<file path="src/hw/rtl/tgql_pkg.sv">
// Package for the glyph quad layout core: sizes, character codes, glyph entry
// type, controller commands and status, saturation helper. No dependencies.
package tgql_pkg;

   localparam int GLYPH_ENTRIES = 256;
   localparam int GLYPH_IDX_BITS = $clog2(GLYPH_ENTRIES);
   localparam int COORD_BITS = 16;
   localparam int SUM_BITS = COORD_BITS + 2;
   localparam int TW_BITS = 13;
   localparam int DIV_STEPS = COORD_BITS - 1;
   localparam int DIV_CNT_BITS = $clog2(DIV_STEPS);

   localparam logic [7:0] CH_NEWLINE = 8'd10;
   localparam logic [7:0] CH_TAB = 8'd9;
   localparam logic [7:0] CH_CARET = 8'd94;
   localparam logic [7:0] CH_ZERO = 8'd48;
   localparam logic [7:0] CH_SEVEN = 8'd55;
   localparam logic [7:0] CH_SPACE = 8'd32;

   localparam logic [1:0] CSR_LINE_HEIGHT = 2'd0;
   localparam logic [1:0] CSR_DESCENDER = 2'd1;
   localparam logic [1:0] CSR_TAB_COUNT = 2'd2;

   localparam logic OP_WRITE = 1'b0;
   localparam logic OP_LAYOUT = 1'b1;

   typedef struct packed {
      logic [7:0] adv;
      logic signed [7:0] offx;
      logic signed [7:0] base;
      logic [7:0] w;
      logic [7:0] h;
      logic [11:0] tl;
      logic [11:0] tt;
      logic [11:0] tr;
      logic [11:0] tb;
   } glyph_type;

   typedef struct packed {
      logic signed [COORD_BITS-1:0] x0;
      logic signed [COORD_BITS-1:0] y0;
      logic signed [COORD_BITS-1:0] x1;
      logic signed [COORD_BITS-1:0] y1;
      logic [11:0] u0;
      logic [11:0] v0;
      logic [11:0] u1;
      logic [11:0] v1;
      logic [2:0] color;
      logic is_glyph;
      logic [15:0] lines;
      logic end_mark;
   } result_type;

   typedef enum logic [1:0] {RD_ITEM, RD_CARET, RD_SPACE} rd_sel_type;

   typedef enum logic [3:0] {
      ST_IDLE, ST_DISPATCH, ST_CARET_EMIT, ST_CHAR, ST_GLYPH_EMIT,
      ST_TAB_MUL, ST_TAB_DIV, ST_TAB_APPLY, ST_FINISH
   } state_type;

   typedef struct packed {
      logic write;
      logic load;
      logic start;
      logic rd_en;
      rd_sel_type rd_sel;
      logic set_color;
      logic newline;
      logic emit_quad;
      logic emit_sum;
      logic tab_init;
      logic tab_step;
      logic tab_apply;
   } cmd_type;

   typedef struct packed {
      logic is_digit;
      logic is_newline;
      logic is_tab;
      logic is_caret;
      logic last;
      logic tw_zero;
      logic div_done;
      logic out_free;
   } status_type;

   function automatic logic signed [COORD_BITS-1:0] sat_coord(
         input logic signed [SUM_BITS-1:0] v);
      logic signed [SUM_BITS-1:0] hi;
      logic signed [SUM_BITS-1:0] lo;
      hi = SUM_BITS'((1 << (COORD_BITS - 1)) - 1);
      lo = -hi - SUM_BITS'(1);
      if (v > hi) return hi[COORD_BITS-1:0];
      else if (v < lo) return lo[COORD_BITS-1:0];
      else return v[COORD_BITS-1:0];
   endfunction

endpackage

</file>
<file path="src/hw/rtl/tgql_ctrl.sv">
// Controller of the glyph quad layout core: sequences each item through the
// datapath and tracks text start and a pending caret. Uses tgql_pkg.
module tgql_ctrl (
   input  logic clock,
   input  logic reset,
   input  logic req_valid,
   input  logic req_op,
   output logic req_ready,
   input  tgql_pkg::status_type status,
   output tgql_pkg::cmd_type cmd
);
   import tgql_pkg::*;

   state_type state_ff, state_in;
   logic fresh_ff, fresh_in;
   logic pend_ff, pend_in;
   logic accept;

   always_ff @(posedge clock) begin
      if (reset) begin
         state_ff <= ST_IDLE;
         fresh_ff <= 1'b1;
         pend_ff <= 1'b0;
      end else begin
         state_ff <= state_in;
         fresh_ff <= fresh_in;
         pend_ff <= pend_in;
      end
   end

   assign req_ready = state_ff == ST_IDLE;
   assign accept = req_valid && req_ready;

   always_comb begin
      state_in = state_ff;
      fresh_in = fresh_ff;
      pend_in = pend_ff;
      cmd = '0;
      cmd.rd_sel = RD_ITEM;
      unique case (state_ff)
         ST_IDLE: begin
            if (accept) begin
               if (req_op == OP_WRITE) begin
                  cmd.write = 1'b1;
               end else begin
                  cmd.load = 1'b1;
                  cmd.start = fresh_ff;
                  fresh_in = 1'b0;
                  pend_in = pend_ff && !fresh_ff;
                  state_in = ST_DISPATCH;
               end
            end
         end
         ST_DISPATCH: begin
            if (pend_ff) begin
               pend_in = 1'b0;
               if (status.is_digit) begin
                  cmd.set_color = 1'b1;
                  state_in = ST_FINISH;
               end else begin
                  cmd.rd_en = 1'b1;
                  cmd.rd_sel = RD_CARET;
                  state_in = ST_CARET_EMIT;
               end
            end else begin
               state_in = ST_CHAR;
            end
         end
         ST_CARET_EMIT: begin
            if (status.out_free) begin
               cmd.emit_quad = 1'b1;
               state_in = ST_CHAR;
            end
         end
         ST_CHAR: begin
            if (status.is_newline) begin
               cmd.newline = 1'b1;
               state_in = ST_FINISH;
            end else if (status.is_tab) begin
               cmd.rd_en = 1'b1;
               cmd.rd_sel = RD_SPACE;
               state_in = ST_TAB_MUL;
            end else if (status.is_caret && !status.last) begin
               pend_in = 1'b1;
               state_in = ST_FINISH;
            end else begin
               cmd.rd_en = 1'b1;
               state_in = ST_GLYPH_EMIT;
            end
         end
         ST_GLYPH_EMIT: begin
            if (status.out_free) begin
               cmd.emit_quad = 1'b1;
               state_in = ST_FINISH;
            end
         end
         ST_TAB_MUL: begin
            cmd.tab_init = 1'b1;
            state_in = ST_TAB_DIV;
         end
         ST_TAB_DIV: begin
            if (status.tw_zero) begin
               state_in = ST_FINISH;
            end else begin
               cmd.tab_step = 1'b1;
               if (status.div_done) state_in = ST_TAB_APPLY;
            end
         end
         ST_TAB_APPLY: begin
            cmd.tab_apply = 1'b1;
            state_in = ST_FINISH;
         end
         ST_FINISH: begin
            if (!status.last) begin
               state_in = ST_IDLE;
            end else if (status.out_free) begin
               cmd.emit_sum = 1'b1;
               fresh_in = 1'b1;
               pend_in = 1'b0;
               state_in = ST_IDLE;
            end
         end
         default: state_in = ST_IDLE;
      endcase
   end
endmodule

</file>
<file path="config.mk">
export PLATFORM = sky130hd
export DESIGN_NAME = tgql_ctrl
export DESIGN_NICKNAME = d
export VERILOG_FILES = /design/src/hw/rtl/tgql_pkg.sv /design/src/hw/rtl/tgql_ctrl.sv
export SDC_FILE = /design/constraint.sdc
export NUM_CORES = 1
export LEC_CHECK = 0
export BUFFER_PORTS_ARGS = -buffer_cell sky130_fd_sc_hd__buf_4
export CAP_MARGIN = 40
export CELL_PAD_IN_SITES_DETAIL_PLACEMENT = 2
export CELL_PAD_IN_SITES_GLOBAL_PLACEMENT = 2
export CORE_AREA = 2 2 53 55
export DETAILED_ROUTE_END_ITERATION = 10
export DIE_AREA = 0 0 55 57
export PLACE_DENSITY = 0.85
export SETUP_SLACK_MARGIN = 0.5
export SLEW_MARGIN = 10
export SYNTH_ARGS = -nofsm -noshare
export SYNTH_HDL_FRONTEND = slang
export SYNTH_SLANG_ARGS = --single-unit
</file>
<file path="constraint.sdc">
create_clock -name clock -period 1.8 [get_ports clock]
set_input_delay 0.54 -clock clock [delete_from_list [all_inputs] [get_ports clock]]
set_output_delay 0.54 -clock clock [all_outputs]
set_load 0.01 [all_outputs]
</file>
==> results.json <==
{
  "grt_max_degree": 13,
  "row_count": 19,
  "routabilityCongestion": 0.8281,
  "finalHoldViolCount": 0,
  "cts_tree": "built",
  "cts_root_buf": "clkbuf_4",
  "ys_types": 30,
  "cp_max_fo": 4,
  "drc": 0,
  "antenna_left": 0,
  "gr-total-overflow": 0,
  "ir_drop_v": 0.0007052,
  "fin_crit_sh": 1.085,
  "critPathKind": "flop to primary output",
  "grt_pass1_wl_um": 5154,
  "crit_buf_inv": 1,
  "cpPeakStageDelay_ps": 350,
  "synth_area_um2": 573.1,
  "post-dp-hpwl_um": 2104,
  "endpoint_kind": "primary output",
  "slew_headroom": 0.7521,
  "fin_tns_setup_ps": -998.7,
  "cts_hold_buf": 0,
  "worst_pin_slew_ps": 371.8,
  "numCtsBuffers": 3,
  "portBuffers": 25,
  "finalSetupViolCount": 14,
  "viasPerCell": 5.126,
  "ys_async_sr_fraction": 0,
  "layout_setup_ws_ps": -152.4,
  "synth_edf_count": 0,
  "final_common_cell": "buf_4",
  "layout_common_cells": "buf_4 (37), buf_6 (17), nor2_1 (8), inv_1 (5), a21oi_1 (5)",
  "synth_nets": 94,
  "wl_per_cell_um": 23.17,
  "antenna_found_initial": 0,
  "grt_pass1_vias": 955,
  "fin_hold_ws_ps": 512.1,
  "worst_clock_skew_ps": 4.242,
  "status": "finished, violations left",
  "cp_slowest_cell": "dfxtp_4",
  "regToRegSetupSlack_ps": 30,
  "die_y_um": 57,
  "yosysWarnings": 0,
  "start_kind": "flop",
  "synth_cells": 82,
  "report.final.slew_viol_count": 0,
  "vias": 856,
  "hp-class": "input pin to flop",
  "start_util": 0.2191,
  "place_ws_ps": -62.89,
  "required_ps": 1260,
  "ys.flop_type": "dfxtp_1",
  "static-leakage-power_nw": 0.6051,
  "synth-seq-area-share": 0.2096,
  "grt_util_all_layers": 0.2362,
  "die_w_um": 55,
  "clockBufferDepth": 2,
  "power.density_nw_per_um2": 1374,
  "htreeDepth": 1,
  "nets": 150,
  "area_growth_pct": 141.7,
  "max_freq_mhz": 512.2,
  "insertion_delay_ps": 260,
  "max-cap-violations": 0,
  "syn_avg_cell_area_um2": 6.988,
  "drt_wl_total_um": 3870,
  "ios": 26,
  "detail_route.iter0.violations": 9,
  "cts.clk_slew.worst_paths_ps": 50,
  "core_um2": 2615,
  "firstDrtPassIters": 4,
  "violations": "negative setup slack",
  "insertedDiodeCount": 0,
  "crit_chain": "and2b_4 > nand2_4 > nor3b_4 > buf_6",
  "worstPathArrival_ps": 1410,
  "ys_seq_elements": 6,
  "dieArea_um2": 3135,
  "fin_crit_ps": 1952,
  "critPathTopFamily": "simple AND/OR/NAND/NOR gates",
  "layout-drive-gt1-share": 0.7353,
  "rsz0062_at_grt": "yes",
  "clock-sinks": 6
}
==> registers in the layout (all words and copies together) (netlist names) <==
name and cells:
state_ff 4, fresh_ff 1, pend_ff 1
==> path summary, 6_finish.rpt <==
| path | startpoint | end | cells past startpoint |
|---|---|---|---|
| worst max-delay path | state_ff[3] | cmd[8] | 4 |
| worst min-delay path | reset | state_ff[3] | 2 |
| worst max register to register | state_ff[3] | state_ff[2] | 8 |
| worst min register to register | pend_ff | pend_ff | 2 |
==> final cells by class <==
cell class              instances  area [µm²]
clock buffers                   3       22.52
fillers                       275        1230
inverters                       6       22.52
multi-input cells              65       665.6
flip-flops and latches          6       131.4
well taps                      31       38.79
repair buffers                 56       504.2
==> where the power goes <==
group | switching [mW] | leakage [nW] | total (mW) | internal, mW
sequential | 0.0669 | 0.0513 | 0.252 | 0.185
clock | 0.0630 | 0.0138 | 0.139 | 0.0764
combinational | 0.762 | 0.540 | 1.51 | 0.750
total | 0.892 | 0.605 | 1.90 | 1.01
==> repair_timing <==
action / 4_1_cts / 5_1_grt
pin swaps: 10 / 12
setup endpoints to repair: 19 / 19
gates resized for setup: 33 / 20
setup buffers: 15 / 9
==> through the flow <==
| step | util | total power, mW | std cells | cell area [µm²] |
|---|---|---|---|---|
| 6_report | 0.5297 | 1.904 | 167 | 1385 |
| 5_1_grt | 0.5297 | 2.014 | 167 | 1385 |
| 4_1_cts | 0.4589 | 1.550 | 158 | 1200 |
| 3_5_place_dp | 0.3502 | 1.044 | 140 | 915.9 |
| 3_3_place_gp | 0.3502 | 0.9971 | 140 | 915.9 |
| 2_1_floorplan | - | 0.8027 | 82 | 686.9 |
==> synth_stat cells (all sizes together) (2+ instances only) <==
library cell,instances,area share
a211oi,2,0.026
a21oi,7,0.061
a31o,2,0.031
and2,2,0.022
and2b,2,0.026
and3,2,0.022
buf,4,0.046
dfxtp,6,0.21
inv,6,0.039
nand2,9,0.059
nand2b,3,0.033
nor2,12,0.079
nor3,3,0.026
nor3b,4,0.052
nor4,3,0.033
o32ai,2,0.031
or4,2,0.033
==> logic make-up after synthesis <==
| logic type | Yosys count | share of synthesized area |
|---|---|---|
| and+or+nand+nor | 44 | 0.4170 |
| buffers and inverters | 11 | 0.09168 |
| AOI/OAI and AO/OA | 19 | 0.2489 |
| DFF | 6 | 0.2096 |
| xor gates and xnor gates | 1 | 0.01529 |
| muxes | 1 | 0.01747 |
==> routing by layer <==
metal | track usage | part of all wire | wire length, µm | vias up
li1 | - | - | - | 404
met1 | 0.2699 | 0.38 | 1485 | 432
met2 | 0.4541 | 0.60 | 2307 | 15
met3 | 0.02880 | 0.014 | 56 | 5
met4 | 0.03833 | 0.0052 | 20 | 0
met5 | 0 | 0 | 0 | -
Power figures use the tool's default switching activity.
